--- src/rtl/slt_pkg.sv ---
// Shared types and constants for the segment linearity test block.
// Holds the fixed arithmetic widths of the eigenvalue test and the multiplier request.
package slt_pkg;

  localparam int RATIO_W     = 10;
  localparam logic [RATIO_W-1:0] RATIO_RESET = 10'd10;
  localparam int COUNT_OUT_W = 13;

  // The covariance terms are kept to 64 bits and the eigen test products to 128 bits.
  localparam int LIMB_W  = 32;
  localparam int WORD_W  = 64;
  localparam int WIDE_W  = 128;
  localparam int A_LIMBS = WIDE_W / LIMB_W;
  localparam int B_LIMBS = WORD_W / LIMB_W;
  localparam int A_IDX_W = $clog2(A_LIMBS);
  localparam int B_IDX_W = $clog2(B_LIMBS);
  localparam int SH_W    = $clog2(A_LIMBS + B_LIMBS);

  localparam int QUEUE_DEPTH = 2;

  typedef logic [WORD_W-1:0] word_t;
  typedef logic [WIDE_W-1:0] wide_t;

  typedef struct packed {
    logic               start;
    logic [A_IDX_W-1:0] a_last;
    logic [B_IDX_W-1:0] b_last;
  } mul_req_t;

endpackage

--- src/rtl/slt_front.sv ---
// Front part: accepts points, accumulates count and first and second moments.
// Pushes one record per finished segment into the queue. Depends on slt_pkg.
module slt_front import slt_pkg::*; #(
  parameter int COORD_BITS = 12,
  parameter int MAX_POINTS = 4096
) (
  input  logic                               clk_i,
  input  logic                               rst_ni,
  input  logic                               in_valid_i,
  output logic                               in_stall_o,
  input  logic [COORD_BITS-1:0]              point_x_i,
  input  logic [COORD_BITS-1:0]              point_y_i,
  input  logic                               last_point_i,
  input  logic                               q_full_i,
  output logic                               push_o,
  output logic [$clog2(MAX_POINTS+1)-1:0]    rec_n_o,
  output logic [$clog2(MAX_POINTS)+COORD_BITS-1:0]   rec_sx_o,
  output logic [$clog2(MAX_POINTS)+COORD_BITS-1:0]   rec_sy_o,
  output logic [$clog2(MAX_POINTS)+2*COORD_BITS-1:0] rec_sxx_o,
  output logic [$clog2(MAX_POINTS)+2*COORD_BITS-1:0] rec_syy_o,
  output logic [$clog2(MAX_POINTS)+2*COORD_BITS-1:0] rec_sxy_o,
  output logic                               rec_ovf_o
);

  localparam int LOG_MAX = $clog2(MAX_POINTS);
  localparam int CNT_W   = $clog2(MAX_POINTS + 1);
  localparam int SUM_W   = LOG_MAX + COORD_BITS;
  localparam int SQ_W    = LOG_MAX + 2 * COORD_BITS;

  logic [CNT_W-1:0]        count_q, count_d;
  logic [SUM_W-1:0]        sum_x_q, sum_x_d, sum_y_q, sum_y_d;
  logic [SQ_W-1:0]         sum_xx_q, sum_xx_d, sum_yy_q, sum_yy_d, sum_xy_q, sum_xy_d;
  logic                    ovf_q, ovf_d;
  logic [2*COORD_BITS-1:0] xx, yy, xy;
  logic                    accept;
  logic                    room;

  assign in_stall_o = q_full_i;
  assign accept     = in_valid_i & ~in_stall_o;
  assign room       = count_q != CNT_W'(MAX_POINTS);

  assign xx = point_x_i * point_x_i;
  assign yy = point_y_i * point_y_i;
  assign xy = point_x_i * point_y_i;

  // Running sums including the point at the port; at capacity the point only sets the flag.
  always_comb begin
    count_d  = count_q;
    sum_x_d  = sum_x_q;
    sum_y_d  = sum_y_q;
    sum_xx_d = sum_xx_q;
    sum_yy_d = sum_yy_q;
    sum_xy_d = sum_xy_q;
    ovf_d    = ovf_q;
    if (room) begin
      count_d  = count_q + 1'b1;
      sum_x_d  = sum_x_q + SUM_W'(point_x_i);
      sum_y_d  = sum_y_q + SUM_W'(point_y_i);
      sum_xx_d = sum_xx_q + SQ_W'(xx);
      sum_yy_d = sum_yy_q + SQ_W'(yy);
      sum_xy_d = sum_xy_q + SQ_W'(xy);
    end else begin
      ovf_d = 1'b1;
    end
  end

  assign push_o    = accept & last_point_i;
  assign rec_n_o   = count_d;
  assign rec_sx_o  = sum_x_d;
  assign rec_sy_o  = sum_y_d;
  assign rec_sxx_o = sum_xx_d;
  assign rec_syy_o = sum_yy_d;
  assign rec_sxy_o = sum_xy_d;
  assign rec_ovf_o = ovf_d;

  always_ff @(posedge clk_i or negedge rst_ni) begin
    if (!rst_ni) begin
      count_q  <= '0;
      sum_x_q  <= '0;
      sum_y_q  <= '0;
      sum_xx_q <= '0;
      sum_yy_q <= '0;
      sum_xy_q <= '0;
      ovf_q    <= 1'b0;
    end else if (accept) begin
      if (last_point_i) begin
        count_q  <= '0;
        sum_x_q  <= '0;
        sum_y_q  <= '0;
        sum_xx_q <= '0;
        sum_yy_q <= '0;
        sum_xy_q <= '0;
        ovf_q    <= 1'b0;
      end else begin
        count_q  <= count_d;
        sum_x_q  <= sum_x_d;
        sum_y_q  <= sum_y_d;
        sum_xx_q <= sum_xx_d;
        sum_yy_q <= sum_yy_d;
        sum_xy_q <= sum_xy_d;
        ovf_q    <= ovf_d;
      end
    end
  end

endmodule

--- config.mk ---
export PLATFORM = sky130hd
export DESIGN_NAME = slt_front
export DESIGN_NICKNAME = d
export VERILOG_FILES = /design/src/rtl/slt_pkg.sv /design/src/rtl/slt_front.sv
export SDC_FILE = /design/constraint.sdc
export NUM_CORES = 1
export LEC_CHECK = 0
export CORE_UTILIZATION = 65
export DETAILED_ROUTE_END_ITERATION = 10
export DONT_BUFFER_PORTS = 1
export GPL_TIMING_DRIVEN = 0
export PLACE_DENSITY = 0.81
export SYNTH_ARGS = -nofsm -noshare
export SYNTH_HDL_FRONTEND = slang
export SYNTH_SLANG_ARGS = --single-unit
--- constraint.sdc ---
create_clock -name clk_i -period 7.1 [get_ports clk_i]
set_clock_uncertainty 0.15 [all_clocks]
set_input_delay 0.355 -clock clk_i [delete_from_list [all_inputs] [get_ports clk_i]]
set_output_delay 0.355 -clock clk_i [all_outputs]
set_load 0.02 [all_outputs]
# After elaboration in Yosys (flattened, before gate mapping)
# Cells that the tools add are included.
dict set report totals {
  register_bits 170
  input_bits 29
  out_inout_bits 172
  word_cells 34
}
dict set report classes {
  add_sub_neg 6
  multipliers 3
  eq_ne 1
  mux 14
  n_bitwise 3
}
# cell count
set op_table {}
lappend op_table {{$mux 36} 6}
lappend op_table {{$add 36x24->36} 3}
lappend op_table {{$mux 24} 4}
lappend op_table {{$mul 12x12->24} 3}
lappend op_table {{$add 24x12->24} 2}
lappend op_table {{$mux 13} 2}
lappend op_table {{$add 13x1->13 const B} 1}
lappend op_table {{$ne 13x13->1 const B} 1}
lappend op_table {{$and 1x1->1} 2}
lappend op_table {{$mux 1} 2}
lappend op_table {{$not 1->1} 1}

# Depth between registers and ports, before layout
dict set report logic_depth {
  word_depth 4
  mapped_depth 23
  ltp_nobuf 21
}

# Least setup slack after synthesis
# No wires, ideal clock.
dict set report synth_timing {
  path_type {input to output}
  from {input point_y_i[9]}
  to {output rec_syy_o[28]}
  t_arrival_ps 5497
  setup_slack_ps 1098
  cell_stages 20
  path_buffers 2
  path_cell_list {clkbuf_1 and2_1 fa_1 fa_1 inv_1 fa_1 inv_1 fa_1 inv_1 fa_1 inv_1 ha_1 buf_2 and3_1 nand3_1 or3_1 o211a_1 o31ai_4 and4_1 xor2_1}
}
dict set report synth_via {
  elab_chain_cells 3
}
# element line
set synth_lines {}
lappend synth_lines {{start: declaration} slt_front.sv:12} ;# input logic [COORD_BITS-1:0] point_y_i,
lappend synth_lines {{$mul 12x12->24} slt_front.sv:43} ;# assign yy = point_y_i * point_y_i;
lappend synth_lines {{$add 36x24->36} slt_front.sv:60} ;# sum_yy_d = sum_yy_q + SQ_W'(yy);
lappend synth_lines {{$mux 36} slt_front.sv:55} ;# if (room) begin
lappend synth_lines {{end: declaration} slt_front.sv:20} ;# output logic [$clog2(MAX_POINTS)+2*COORD_BITS-1:0] rec_syy_o,
# Every way passes these cells.

# Worst setup path in the final report
dict set report layout_timing {
  from {input point_x_i[1]}
  to {output rec_sxx_o[24]}
}
dict set report layout_via {
  elab_chain_cells 3
}
# element line
set layout_lines {}
lappend layout_lines {{start: declaration} slt_front.sv:11} ;# input logic [COORD_BITS-1:0] point_x_i,
lappend layout_lines {{$mul 12x12->24} slt_front.sv:42} ;# assign xx = point_x_i * point_x_i;
lappend layout_lines {{$add 36x24->36} slt_front.sv:59} ;# sum_xx_d = sum_xx_q + SQ_W'(xx);
lappend layout_lines {{$mux 36} slt_front.sv:55}
lappend layout_lines {{end: declaration} slt_front.sv:19} ;# output logic [$clog2(MAX_POINTS)+2*COORD_BITS-1:0] rec_sxx_o,
# Every way passes these cells.

==> impl_metrics.py <==
metrics = {
    "timing": {
        "post-route-min-period_ps": 6960,
        "hold_viol_final": 0,
        "rsz0062_at_grt": "yes",
        "fmax_mhz": 144,
        "hold_slack_ps": 80.2,
        "tightestPinTransition_ps": 1290,
        "maxSlewHeadroom": 0.142,
        "setup_viol_count_final": 0,
        "post-route-period-util": 0.980,
        "drv_slew": 0,
    },
    "floorplan": {
        "start_util": 0.662,
        "core_area_sq_mm": 0.0389,
        "io_pins": 201,
        "die_x_um": 201,
        "die_y_um": 201,
        "die_area_sq_mm": 0.0404,
        "rows": 72,
    },
    "global_route": {
        "grt_max_degree": 171,
        "antenna_found_initial": 1,
        "grt_pass1_vias": 22900,
        "grt_pass1_wl_um": 127000,
        "grt_usage": 0.413,
        "overflow": 0,
    },
    "routing": {
        "wl_per_cell_um": 22.4,
        "drt_first_pass_iters": 6,
        "ant_nets": 0,
        "vias": 22300,
        "drc": 0,
        "wl_um": 80500,
        "drtIter0Drc": 2026,
        "via_per_inst": 6.22,
    },
    "final_layout": {
        "fin_nets": 3637,
        "diodes": 0,
        "final_util": 0.697,
        "area_delta_synth_final_pct": 5.28,
        "fin_area_sq_mm": 0.0271,
        "final_cells": 3590,
        "drive_gt1_frac": 0.0342,
    },
    "cts": {
        "cts_buffers": 17,
        "clk_pin_slew_worst_paths_ps": 80,
        "cts_sinks": 170,
        "clk_path_buf_depth": 2,
        "cts_tree": "built",
        "postCtsSetupBuffers": 0,
        "clk_latency_ps": 520,
        "cts_max_level": 4,
        "cts-root-buf": "clkbuf_16",
    },
    "yosys": {
        "synth_top_area_frac": 0.251,
        "synthDistinctLibCells": 87,
        "synth_fp_nets": 3616,
        "async_flop_share": 1.00,
        "yosys_register_bits": 170,
        "synth_warnings": 0,
        "synthFlopType": "dfrtp_1",
        "synth_area_leaders": "fa_1 (25%), dfrtp_1 (17%), ha_1 (11%)",
        "yosysMostFrequentCell": "inv_1",
        "synth_top_cell_by_area": "fa_1",
        "syn_avg_cell_area_sq_um": 8.48,
        "yosys-top-cells-count": "inv_1 (575), nand2_1 (436), fa_1 (323)",
        "syn-cell-area_sq_mm": 0.0258,
        "syn_inst": 3038,
        "ys_seq_area_frac": 0.165,
        "synth_edf_count": 0,
    },
    "worst_setup_path": {
        "cp_top_family": "adder cells",
        "critical_path_class": "in -> out",
        "cp_slowest_cell": "fa_1",
        "timing.rr.end": "sum_xy_q[35]",
        "rr_worst_depth": 17,
        "cp.buffers_inverters": 5,
        "cp_cell_sequence": "clkbuf_1 -> and2_1 -> fa_1 -> inv_1 -> fa_1 -> inv_1 -> fa_1 -> fa_1 -> inv_1 -> fa_1 -> inv_1 -> ha_1 -> a21oi_1 -> o22ai_1 -> nor3_1 -> o21ai_0 -> a31oi_1 -> o21ai_0 -> xnor2_1 -> o21ai_1",
        "worstPathArrival_ps": 6450,
        "r2r_slack_ps": 1510,
        "path_max_fanout": 10,
        "max_stage_delay_ps": 540,
        "required_ps": 6590,
        "path_common_cell": "fa_1",
        "crit_path_end_kind": "primary output",
        "r2r-start": "sum_xy_q[7]",
        "critPathLaunch": "point_x_i[1]",
        "start_kind": "primary input",
    },
    "placed_design": {
        "io_buffers": 0,
        "placed_cells": 3556,
        "gp_congestion": 0.986,
        "post_dp_cell_area_sq_mm": 0.0264,
        "hpwl_um": 62100,
    },
    "min_path": {
        "hold_end": "sum_y_q[23]",
        "hold_path_startpoint": "last_point_i",
        "min_path_cells": 3,
        "hp-class": "in -> reg",
    },
    "run_status": {
        "outcome": "finished, final reports clean",
    },
    "flow_run": {
        "cap_violations": 0,
    },
}
## metrics by stage
step | TNS [ps] | worst slack (ps)
after global routing | -32.3 | -32.3
after CTS | 0 | 80.5
after detailed placement | 0 | 102
after global placement | 0 | 175
final | 0 | 143
after floorplan | 0 | 1100
## tightest hold or removal path, cell delays in order
cell and delay [ps]:
clkbuf_8 140, or3_1 120, o211ai_1 80
## what timing repair did
item                       4_1_cts  5_1_grt
hold buffers                     2        0
setup endpoints to repair        0       21
hold endpoints to repair       170        0
resized for setup                0       17
## sequential cells by signal, indices dropped and copies added, names as in the netlist
register and cells:
sum_yy_q 36, count_q 13, ovf_q 1, sum_y_q 24, sum_xx_q 36, sum_xy_q 36, sum_x_q 24
## cell type report
| type | instances | area (sq um) |
|---|---|---|
| buffer | 137 | 597 |
| clock buffer | 19 | 443 |
| clock inverter | 13 | 156 |
| fill | 3094 | 11800 |
| inverter | 576 | 2160 |
| multi-input combinational | 2155 | 18800 |
| sequential | 170 | 4250 |
| tap | 518 | 648 |
| timing repair buffer | 2 | 37.5 |
## how the worst max path moves through the flow
stage / cells after the start / to
final: 20 / rec_sxx_o[24]
after global routing: 19 / rec_sxx_o[24]
after detailed placement: 19 / rec_sxx_o[24]
after CTS: 19 / rec_sxx_o[24]
after global placement: 17 / rec_sxx_o[24]
after floorplan: 20 / rec_syy_o[28]
## routing by layer
metal | global-route usage | vias to the layer above | routed length (um)
met5 | 0 | - | 10
met2 | 0.642 | 1281 | 36000
met3 | 0.135 | 311 | 9770
met1 | 0.502 | 11000 | 29400
met4 | 0.250 | 2 | 5350
li1 | - | 9767 | -
## cells by family after synthesis
group,after synthesis,synth area share
flip-flops,170,0.165
adder cells (fa/ha/maj),549,0.361
buffers and inverters,713,0.107
AND/OR/NAND/NOR,903,0.165
XOR/XNOR,150,0.0510
multiplexers,34,0.0141
AO/OA/AOI/OAI,519,0.137
## placed cells by master, fill, tap and decap left out, types with 17 or more instances in the layout
cell type / instances
ha_1: 226
inv_1: 575
clkbuf_16: 17
nand2_1: 436
xor2_1: 57
fa_1: 323
nor2_1: 115
nand4_1: 21
xnor2_1: 88
o21ai_0: 134
mux2_2: 18
a21o_1: 50
and2_1: 151
and3_1: 41
a21oi_1: 97
dfrtp_1: 170
clkbuf_1: 113
nand3_1: 34
a22o_1: 87
nor3_1: 31
Power is left out: the tool's default activity adds up to more than one toggle a clock period on the data nets, which glitch-free logic cannot reach.
