File: src/rtl/slt_pkg.sv
// Shared types and constants for the segment linearity test block.
// Holds the fixed arithmetic widths of the eigenvalue test and the multiplier request.
package slt_pkg;

  localparam int RATIO_W     = 10;
  localparam logic [RATIO_W-1:0] RATIO_RESET = 10'd10;
  localparam int COUNT_OUT_W = 13;

  // The covariance terms are kept to 64 bits and the eigen test products to 128 bits.
  localparam int LIMB_W  = 32;
  localparam int WORD_W  = 64;
  localparam int WIDE_W  = 128;
  localparam int A_LIMBS = WIDE_W / LIMB_W;
  localparam int B_LIMBS = WORD_W / LIMB_W;
  localparam int A_IDX_W = $clog2(A_LIMBS);
  localparam int B_IDX_W = $clog2(B_LIMBS);
  localparam int SH_W    = $clog2(A_LIMBS + B_LIMBS);

  localparam int QUEUE_DEPTH = 2;

  typedef logic [WORD_W-1:0] word_t;
  typedef logic [WIDE_W-1:0] wide_t;

  typedef struct packed {
    logic               start;
    logic [A_IDX_W-1:0] a_last;
    logic [B_IDX_W-1:0] b_last;
  } mul_req_t;

endpackage

File: src/rtl/slt_queue.sv
// Short queue of finished segment records between the front and back parts.
// Generic width and depth; only the default depth comes from slt_pkg.
module slt_queue import slt_pkg::*; #(
  parameter int WIDTH = 8,
  parameter int DEPTH = QUEUE_DEPTH
) (
  input  logic             clk_i,
  input  logic             rst_ni,
  input  logic             push_i,
  input  logic [WIDTH-1:0] data_i,
  input  logic             pop_i,
  output logic             full_o,
  output logic             empty_o,
  output logic [WIDTH-1:0] data_o
);

  localparam int PTR_W = $clog2(DEPTH);
  localparam int CNT_W = $clog2(DEPTH + 1);

  logic [WIDTH-1:0] mem_q [DEPTH];
  logic [PTR_W-1:0] wr_ptr_q, rd_ptr_q;
  logic [CNT_W-1:0] cnt_q;
  logic             do_push, do_pop;

  assign full_o  = cnt_q == CNT_W'(DEPTH);
  assign empty_o = cnt_q == '0;
  assign do_push = push_i & ~full_o;
  assign do_pop  = pop_i & ~empty_o;
  assign data_o  = mem_q[rd_ptr_q];

  always_ff @(posedge clk_i) begin
    if (do_push) begin
      mem_q[wr_ptr_q] <= data_i;
    end
  end

  always_ff @(posedge clk_i or negedge rst_ni) begin
    if (!rst_ni) begin
      wr_ptr_q <= '0;
      rd_ptr_q <= '0;
      cnt_q    <= '0;
    end else begin
      if (do_push) begin
        wr_ptr_q <= (wr_ptr_q == PTR_W'(DEPTH - 1)) ? '0 : wr_ptr_q + 1'b1;
      end
      if (do_pop) begin
        rd_ptr_q <= (rd_ptr_q == PTR_W'(DEPTH - 1)) ? '0 : rd_ptr_q + 1'b1;
      end
      if (do_push && !do_pop) begin
        cnt_q <= cnt_q + 1'b1;
      end else if (do_pop && !do_push) begin
        cnt_q <= cnt_q - 1'b1;
      end
    end
  end

endmodule

File: config.mk
export PLATFORM = sky130hd
export DESIGN_NAME = slt_queue
export DESIGN_NICKNAME = d
export VERILOG_FILES = /design/src/rtl/slt_pkg.sv /design/src/rtl/slt_queue.sv
export SDC_FILE = /design/constraint.sdc
export NUM_CORES = 1
export LEC_CHECK = 0
export ABC_AREA = 1
export BUFFER_PORTS_ARGS = -buffer_cell sky130_fd_sc_hd__buf_2
export CORE_MARGIN = 3
export CORE_UTILIZATION = 50
export DETAILED_ROUTE_END_ITERATION = 12
export PLACE_DENSITY = 0.77
export SLEW_MARGIN = 20
export SYNTH_ARGS = -nofsm -noshare
export SYNTH_HDL_FRONTEND = slang
export SYNTH_SLANG_ARGS = --single-unit
File: constraint.sdc
create_clock -name clk_i -period 2.2 [get_ports clk_i]
set_input_delay 0.55 -clock clk_i [delete_from_list [all_inputs] [get_ports clk_i]]
set_output_delay 0.55 -clock clk_i [all_outputs]
set_load 0.02 [all_outputs]
# Word level (Yosys, flattened, before mapping)
# Memory sizes are Yosys's and may differ from the RTL's.
# Cells that the tools add are included.
# W data, S select, Z words.
# op_classes
eq_ne,1
addsub,4
muxes,6
bitwise,4
n_reduce_logical,6
# ops
operator,n
$mux W1,4
$mux W2,2
$add A1 B1 Y1 const B,2
$add A2 B1 Y2 const B,1
$and A1 B1 Y1,2
$eq A2 B2 Y1 const B,1
$logic_and A1 B1 Y1,2
$logic_not A1 Y1,2
$logic_not A2 Y1,1
$not A1 Y1,2
$reduce_bool A2 Y1,1
$sub A2 B1 Y2 const B,1
# word_totals
inputBits,12
register_bits,4
wordCells,25
n_memories,1
output_inout_bits,10
ram_bits,16
# mem_list
memory,depth,width,rd,rd_ports_with_merged_regs,write_ports,line_no,source
mem_q,2,8,1,0,1,slt_queue.sv:20,logic [WIDTH-1:0] mem_q [DEPTH];

# Depth between registers and ports, before layout
# Gate-level depths: netlist of run 1.
# depth
word_depth,7
ltp_mapped,9
mapped_depth_nobuf,9

# Least setup slack after synthesis of run 1
# OpenSTA, ideal clock, no wires.
# synth_timing
path_kind,register to register
startpoint,register cnt_q[0]
endpoint,register cnt_q[1]
n_path_buf,0
setup_ns,0.117
t_required_ns,2.083
synth_period_minus_slack_ns,1.399
arrival_time_ns,1.282
setup_slack_ns,0.801
path_stages_with_launch,8
path_cell_list,dfrtp_1 nor2_2 nor2_2 ha_1 inv_1 nand3_1 nand2_1 nand2_1
# synth_between
elab_chain_len,6
elab_cells_between_ends,15
classes_between,2 x add/sub; 1 x eq/ne; 2 x mux; 4 x bitwise; 6 x reduce/logical
# synth_lines
element,line_no,source
from (decl),slt_queue.sv:22,logic [CNT_W-1:0] cnt_q;
from (signal assigned),slt_queue.sv:50,cnt_q <= cnt_q + 1'b1;
from (signal assigned),slt_queue.sv:52,cnt_q <= cnt_q - 1'b1;
$eq A2 B2 Y1 (*),slt_queue.sv:25,assign full_o = cnt_q == CNT_W'(DEPTH);
net full_o,slt_queue.sv:12,"output logic full_o,"
$not A1 Y1 (*),slt_queue.sv:27,assign do_push = push_i & ~full_o;
$and A1 B1 Y1 (*),slt_queue.sv:27,
$logic_not A1 Y1,slt_queue.sv:51,end else if (do_pop && !do_push) begin
$logic_and A1 B1 Y1,slt_queue.sv:51,
$reduce_bool A2 Y1 (no line),n/a,
# Mark *: on every way through the listed nets, which the timed path passes. The rest lies on a longest branch. The select of a mux whose other input is x is not followed.
# A chain may end at the register's enable or synchronous reset.

# Worst setup path after layout of run 1
# layout_timing
startpoint,register rd_ptr_q
endpoint,output data_o[5]
# layout_between
elab_chain_len,1
# layout_lines
element,line_no,source
from (decl),slt_queue.sv:21,"logic [PTR_W-1:0] wr_ptr_q, rd_ptr_q;"
from (signal assigned),slt_queue.sv:47,rd_ptr_q <= (rd_ptr_q == PTR_W'(DEPTH - 1)) ? '0 : rd_ptr_q + 1'b1;
$mem_v2 Z2 W8,n/a,
to (decl),slt_queue.sv:14,output logic [WIDTH-1:0] data_o
# Every way passes these cells.

==> results summary, run 1 <==
CTS built an H-tree with a depth of 1. In this run, placement finished with an instance count of 109. The final count of pins violating max slew is 0. In this run the core area contains 13 standard-cell rows. The unique cell type count in the Yosys netlist is 14. In this run the mean area of a mapped cell was 11.1 sq um. The reported leakage power is 0.465 nW.

The buffer depth of the longest clock path is 2. The path class of the tightest hold or removal check is in2async. The number of CTS-inserted buffers came out at 3. Global routing used 15.8% of the available met1 tracks. The ratio of cells with drive above 1 in the final layout came out at 28.6%. The largest net degree at the start of global routing is 12. Clock-pin slew was measured on the worst setup and hold paths at 0.11 ns.

The simple-gate area share of the yosys netlist is 20.1%. The clock network latency to the later pin of the worst-skew pair is 0.30 ns. The instance count of the mapped netlist came out at 73. The placer's final routability congestion estimate came out at 0.762.

The slack of the worst reg-to-reg path is 0.80 ns. The number of sinks on the clock net is 20. The total number of yosys warnings came out at 0. The aggregate global routing overflow is 0. The worst setup path is launched from a register. At the worst endpoint, the required time is 1.65 ns.

The maximum fanout count along the critical path came out at 10. The power per cell area came out at 1350 nW/um^2. The starting utilization of the core area came out at 57.9%. TritonCTS built the clock tree. The average detailed-routed wire length per instance is 12.4 microns. In the synthesized netlist the async set-or-reset flop fraction comes to 20.0%.

The clock period minus final worst setup slack is 1.84 ns. The root buffer cell is clkbuf_4. Counting flops and latches in the post-synthesis netlist gives 20. The global-route usage over all layers is 15.4%. Hold repair after CTS inserted 0 buffers. The area fraction of the dominant cell type after synthesis is 59.4%. The met2 usage came out at 26.6%. The cell area after synthesis is 810 sq um. The data arrival time of the worst path is 1.29 ns. After the flow finishes, the layout carries non-filler instances totaling 113.

The setup fix buffers added after clock tree synthesis came out at 0. Summed over all failing endpoints, the final setup total negative slack is 0 ns. In the final layout, the multi-input gates occupy 194 sq um. The detailed-route DRC error count is 0.

The part of the Yosys area used for sequential elements is 71.7%. The worst vdd rail ir drop is 0.713 mV. The compound-gate portion of the synthesized area is 1.24%. After synthesis, the share of cell area in mux cells is 0%.

Clock skew on the completed layout was measured at 0.00343 ns. At the end of the flow the core is filled with cells to 68.8%. The global-route track usage on met3 came out at 3.52%. The total nets after synthesis is 86. The overall power consumption came out at 1.30 mW. The first-pass GRT wire length is 2.15 mm. Static timing analysis puts the maximum clock frequency at 543 MHz. The worst slew margin relative to its limit is 77.2%.

The number of endpoints with negative hold slack in the final report is 0. The combined flip-flop and latch cell area is 581 sq um. The number of input and output port buffers inserted came out at 21. Summed over all nets, the half-perimeter wirelength after detailed placement is 1.07 mm. The number of nets in the layout is 112.

After detailed routing, the number of vias per cell comes to 4.95. The die outline width is 46.2 microns. Setup repair after global routing left no endpoint under its margin. The max-cap violation count is 0. The floorplan core area is 1400 sq um. The setup slack after placement came out at 0.661 ns. After synthesis, the largest family of logic cells by area is simple AND/OR/NAND/NOR gates. The remaining antenna violation count after routing is 0.

The via count of the first global-routing pass is 509. The post-layout worst setup margin came out at 0.358 ns. The iteration count of the initial detailed-routing pass is 4. The worst setup path is of the reg2out kind. The depth of the worst register-to-register path is 6. The final antenna diode count is 0. The flow ran to the end, and the final reports show no timing, DRC or antenna violations.

For this block, the initial DRC count from the detailed router was 3. The routed layout has 559 vias. The count of filler cells inserted in the layout is 108. The xor-xnor portion of the synthesized cell area came out at 1.08%. The height of the die came out at 46.2 microns. Pin placement for this block handled 22 I/O pins. The full die area is 2140 sq um.

The dominant register cell in the synthesized netlist is edfxtp_1. The initial antenna violation count is 0. The area share of fa/ha/maj cells after synthesis is 1.55%. The layer flagged by global routing as most heavily used is met2. Once the clock tree was built, the resizer swapped 0 gates to a different size. The total detailed-routing wirelength came out at 1.41 mm. The worst register-to-register path begins at cnt_q[0]$_DFFE_PN0P_. The area growth from synthesis to layout is 18.9%. By area the synthesized netlist is led by edfxtp_1 59%, nand2_1 15%, dfrtp_1 12%. The actual transition at the worst max-transition pin is 0.342 ns. The biggest area contributor in the post-synthesis netlist is edfxtp_1. The endpoint of the worst register-to-register path is cnt_q[1]$_DFFE_PN0P_.

In this run, synthesis inferred 16 flip-flops with an integrated enable. The worst setup path is captured at an output port. Setup violations remaining at the end of the flow were counted as 0. The final clock period utilization by the worst path came out at 83.7%.
[area by class of cell]
cell class	instances	area share, %
tap	15	1.95
clock inverter	1	0.390
timing repair buffer	22	11.7
multi-input combinational	44	20.2
sequential	20	60.3
clock buffer	3	2.34
inverter	8	3.12
[routing by layer]
layer	share of wire [%]	wire length, microns
met5	0	0
met3	4.8	67
met2	53	738
met4	1.9	27
met1	41	571
[synth_stat cells, types with 2 or more instances]
| master | number |
|---|---|
| inv_1 | 7 |
| nand2_1 | 33 |
| nor2_2 | 2 |
| o21ai_0 | 2 |
| edfxtp_1 | 16 |
| dfrtp_1 | 4 |
| nor2_1 | 2 |
[state kept, by name, indices dropped and copies added (netlist names)]
name	cells
cnt_q	2
mem_q	16
rd_ptr_q	1
wr_ptr_q	1
[layout by cell type (no fill, tap or decap)]
master	count
clkbuf_4	3
edfxtp_1	16
buf_2	21
inv_1	7
clkinv_1	1
ha_1	1
nand3b_1	1
dfrtp_1	4
inv_2	1
nand4_1	1
nand3_1	1
xnor2_1	1
nand2_1	33
buf_4	1
nor2_1	2
nor2_2	2
o21ai_0	2
[logic make-up after synthesis]
family / count (synthesis)
compound gates: 2
xor+xnor: 1
fa+ha+maj: 1
buf+inv: 9
flops: 20
simple gates: 40
[worst max path at each step]
stage / start / end / cells after the start / slack [ns]
after floorplan: cnt_q[0]$_DFFE_PN0P_ / cnt_q[1]$_DFFE_PN0P_ / 7 / 0.80
after global placement: rd_ptr_q$_DFFE_PN0P_ / data_o[0] / 4 / 0.69
after detailed placement: rd_ptr_q$_DFFE_PN0P_ / data_o[5] / 4 / 0.66
after CTS: rd_ptr_q$_DFFE_PN0P_ / data_o[5] / 4 / 0.32
after global routing: rd_ptr_q$_DFFE_PN0P_ / data_o[5] / 4 / 0.27
final: rd_ptr_q$_DFFE_PN0P_ / data_o[5] / 4 / 0.36
[critical path, stage by stage, from the launching register on]
cell     delay (ns)
dfrtp_1        0.51
inv_2          0.19
nand2_1        0.08
nand2_1        0.06
buf_2          0.15
[metrics by stage]
stage	hold slack, ns	cell area, sq um
4_1_cts	0.0394	962
2_1_floorplan	0.254	810
6_report	0.0420	962
3_5_place_dp	0.368	936
3_3_place_gp	0.364	936
5_1_grt	0.0267	962
[power by group]
group          leakage, nW  switching, mW  internal [mW]
combinational        0.253          0.353          0.177
clock               0.0154          0.106         0.0661
sequential           0.197         0.0747          0.525
(Power assumes the default switching activity.)
==> inputs of run 2 (changes only) <==
--- a/config.mk
+++ b/config.mk
@@ -5,12 +5,12 @@
 export SDC_FILE = /design/constraint.sdc
 export NUM_CORES = 1
 export LEC_CHECK = 0
-export ABC_AREA = 1
+export ABC_AREA = 0
 export BUFFER_PORTS_ARGS = -buffer_cell sky130_fd_sc_hd__buf_2
 export CORE_MARGIN = 3
-export CORE_UTILIZATION = 50
+export CORE_UTILIZATION = 44
 export DETAILED_ROUTE_END_ITERATION = 12
-export PLACE_DENSITY = 0.77
+export PLACE_DENSITY = 0.72
 export SLEW_MARGIN = 20
 export SYNTH_ARGS = -nofsm -noshare
 export SYNTH_HDL_FRONTEND = slang
==> constraint.sdc (replaced) <==
create_clock -name clk_i -period 1.6 [get_ports clk_i]
set_input_delay 0.4 -clock clk_i [delete_from_list [all_inputs] [get_ports clk_i]]
set_output_delay 0.4 -clock clk_i [all_outputs]
set_load 0.02 [all_outputs]
==> run 2 against run 1 <==
The flow now finishes with violations (negative setup slack). Flip-flop and latch count unchanged. Worst hold slack better by 0.24 ns. Combinational power up 88%. Sequential share of layout area down 7.6 points. Routed wire length down 6.7%. Final cell count down 12%. First-iteration DRC count rose to 3.3 times the previous value. Largest cell class unchanged. Largest power group is now combinational cells.
==> results summary, run 2 <==
The data arrival time of the worst path was 1.32 ns (+0.03 ns). The final total negative setup slack came out at -0.890 ns (-0.890 ns). The number of endpoints with negative hold slack in the final report is 0 (unchanged). The global-route usage over all layers came out at 12.4% (-3.0 points).

The fmax came out at 582 MHz. The aggregate global routing overflow came out at 0 (unchanged). The via count of the first global-routing pass came out at 446 (-12%). The detailed-route DRC error count is 0 (unchanged). The required time at the worst-slack endpoint was 1.20 ns (-0.45 ns). Setup repair after global routing could not meet its margin everywhere. The combined flip-flop and latch cell area came out at 582 sq um (+0.22%). The largest net degree at the start of global routing came out at 13 (+1). The post-synthesis sequential element count is 20 (unchanged). The clock network latency to the later pin of the worst-skew pair was 0.30 ns (about the same). The sequential share of power is 36.7% (-9.4 points). The total length of routed met3 wires was 45 microns (-33%). The clock tree from TritonCTS is done.

The die outline width came out at 48.2 microns (+4.2%). The post-layout worst setup margin is -0.119 ns (-0.477 ns). The min-delay analysis places its worst path in the category in2reg. The final antenna diode count came out at 0 (unchanged).

The iteration count of the initial detailed-routing pass was 4 (unchanged). The per-cell via count in the routed design came out at 4.65 (-6.0%). In the synthesized netlist, the cells that appear most often are 16 x edfxtp_1, 6 x mux2_1, 4 x dfrtp_1, 3 x nor2_1.

The instance count of the mapped netlist came out at 44 (-40%). The most frequent standard cell in the layout excluding fill and tap cells is edfxtp_1. The flow ran to the end, but the final reports show violations. The layout overhead on the synthesized area is 41.0%. The internal power component came out at 1.53 mW (+99%). The via count came out at 465 (-17%).

The first-iteration detailed-routing DRC count came out at 10 (+7). The starting utilization of the core area is 49.1% (-8.8 points). The height of the die is 48.2 microns (+4.2%). The actual transition at the worst max-transition pin came out at 0.398 ns (+0.0558 ns). The max-cap violation count is 0 (unchanged). The routed metal-1 wirelength came out at 527 microns (-7.7%). The remaining antenna violation count after routing came out at 0 (unchanged). The net switching power of the design came out at 0.693 mW (+30%). The number of nets in the layout is 90 (-20%).

The sort of element at the start of the critical path is a register. The initial antenna violation count is 0 (unchanged). The ratio of cells with drive above 1 in the final layout came to 56.6% (+28 points). The number of H-tree levels is 1 (unchanged). The setup slack after placement came to 0.0923 ns (-0.569 ns). The final reports fail on negative setup slack. The average size of a mapped cell came out at 17.8 sq um (+60%). The flip-flop count of the largest register, all copies and words added came out at 16 (unchanged). The critical path is of the reg2out type. The detailed router used layers up to and including met4. The largest registers in the layout are mem_q x16, cnt_q x2. The number of setup violations in the final report is 8 (+8). The total nets after synthesis came out at 57 (-34%). The floorplan core area came to 1590 sq um (+14%). The routed length on met2 is 730 microns (-1.1%). The placement row count came out at 14 (+1).

The root buffer cell chosen for the clock tree is clkbuf_4. The buffer depth of the longest clock path came to 2 (unchanged). The number of flops mapped to enable cells by yosys is 16 (unchanged). By area the synthesized netlist is led by edfxtp_1 61%, dfrtp_1 13%, mux2_1 8.6%. The first-pass GRT wire length is 1.95 mm (-9.0%).

The total detailed-routing wirelength is 1.31 mm (-6.7%). The total number of yosys warnings came out at 0 (unchanged). The detailed-placement wirelength estimate is 845 microns (-21%). The area fraction of the dominant cell type after synthesis is 61.4% (+2.1 points). The switching power as a share of total power is 31.2% (-9.7 points). Among all cell types in the netlist, the one instantiated most often is edfxtp_1. The maximum fanout count along the critical path came out at 4 (-6).

The count of filler cells inserted in the layout is 117 (+8.3%). The final clock skew came out at 0.00404 ns (+0.000616 ns). The biggest area contributor in the post-synthesis netlist is edfxtp_1. The number of sinks on the clock net was 20 (unchanged). The unique cell type count in the Yosys netlist is 15 (+1). The power per cell area came out at 2010 nW/um^2 (+49%). The worst setup path is captured at an output port. The clock network fraction of design power came out at 18.5% (+5.3 points). The final count of pins violating max slew came out at 0 (unchanged). The reported leakage power is 0.482 nW (+3.5%). The combinational group share of total power is 44.8% (+4.1 points). The part of the Yosys area used for sequential elements is 74.2% (+2.5 points). The number of input and output port buffers inserted is 21 (unchanged). The full die area is 2320 sq um (+8.5%).

The number of CTS-inserted buffers came out at 3 (unchanged). The cell area after synthesis came to 782 sq um (-3.4%). The proportion of synthesized flip-flops having asynchronous set or reset came out at 20.0% (unchanged). The total I/O pin count is 22 (unchanged). In the layout the commonest cells are 16 x edfxtp_1, 14 x buf_2, 9 x buf_6, 6 x mux2_4, 5 x buf_4. The worst slew margin relative to its limit is 73.5% (-3.7 points).

The average detailed-routed wire length per instance came out at 13.1 microns (+5.4%). The area occupied by multi-input gates is 211 sq um (+9.0%). The CTS clock-pin slew for the worst setup and hold paths was 0.12 ns (about the same). The register with the most flip-flops in the final layout is mem_q. The placer's final routability congestion estimate is 0.674 (-12%). The clock period minus final worst setup slack came out at 1.72 ns.

The most used flip-flop cell after synthesis is edfxtp_1. The worst vdd rail ir drop is 1.47 mV (+110%). The final clock period utilization by the worst path is 107%.
[run 2: cell types whose count changed after synthesis, moves of 2 or more]
cell | previous run | this run
inv_1 | 7 | 2
mux2_1 | 0 | 6
mux2_2 | 0 | 2
nand2_1 | 33 | 0
nor2_2 | 2 | 0
o21ai_0 | 2 | 0
xor2_1 | 0 | 2
[run 2: repair_timing]
item | CTS | global route
buffers inserted | 5 | 1
hold endpoints to repair | 4 | 0
setup endpoints to repair | 8 | 10
resized for setup | 24 | 0
hold buffers | 1 | 0
[run 2: logic make-up (layout without fill, tap and decap cells)]
group | Yosys count | in the layout | synth area share (%)
AOI/OAI and AO/OA | 1 | 1 | 0.639
muxes | 8 | 8 | 11.5
buffers and inverters | 3 | 35 | 1.60
and+or+nand+nor | 6 | 6 | 3.84
DFF | 20 | 20 | 74.2
adders and majority gates | 1 | 1 | 1.60
xor gates and xnor gates | 5 | 5 | 6.56
[run 2: power by group through the flow]
stage	combinational [mW]	clock, mW	sequential (mW)
CTS	0.978	0.409	0.818
global route	1.06	0.428	0.826
global placement	0.626	0	0.847
detailed placement	0.634	0	0.854
floorplan	0.502	0	0.793
finish	0.995	0.411	0.814
[run 2: path summary, 6_finish.rpt]
path | slack (ns) | to | cells after the start | startpoint
max | -0.12 | data_o[3] | 3 | rd_ptr_q$_DFFE_PN0P_
min | 0.28 | mem_q[1][6]$_DFFE_PP_ | 1 | data_i[6]
max reg2reg | 0.14 | cnt_q[1]$_DFFE_PN0P_ | 7 | cnt_q[0]$_DFFE_PN0P_
min reg2reg | 0.53 | cnt_q[1]$_DFFE_PN0P_ | 1 | cnt_q[1]$_DFFE_PN0P_
max in group asynchronous | 1.06 | rd_ptr_q$_DFFE_PN0P_ | 2 | rst_ni
min in group asynchronous | 0.41 | cnt_q[1]$_DFFE_PN0P_ | 2 | rst_ni
[run 2: final cells by class]
cell class	count	share of cell area, %
multi-input cells	21	19.2
clock buffers	3	2.04
inverters	2	0.681
well taps	24	2.72
flip-flops and latches	20	52.8
repair buffers	29	19.9
clock inverters	1	2.72
[run 2: layer usage]
layer | global-route usage (%) | vias to the layer above
li1 | - | 222
met1 | 14.1 | 228
met2 | 22.7 | 13
met3 | 3.32 | 2
met4 | 3.23 | 0
met5 | 0 | -
[run 2: worst max-delay path, stage by stage, from the launching register on]
cell	delay [ns]
dfrtp_2	0.45
buf_4	0.15
mux2_4	0.29
buf_6	0.13
[run 2: metrics by stage]
step                hold WS, ns  cells  utilization (%)  area [sq um]  power, mW
finish                    0.281    100             69.2          1100       2.22
global route              0.270    100             69.2          1100       2.32
CTS                       0.286     99             68.7          1090       2.20
detailed placement        0.214     89             57.7           920       1.49
global placement          0.213     89             57.7           920       1.47
floorplan                 0.104     44                -           782       1.29
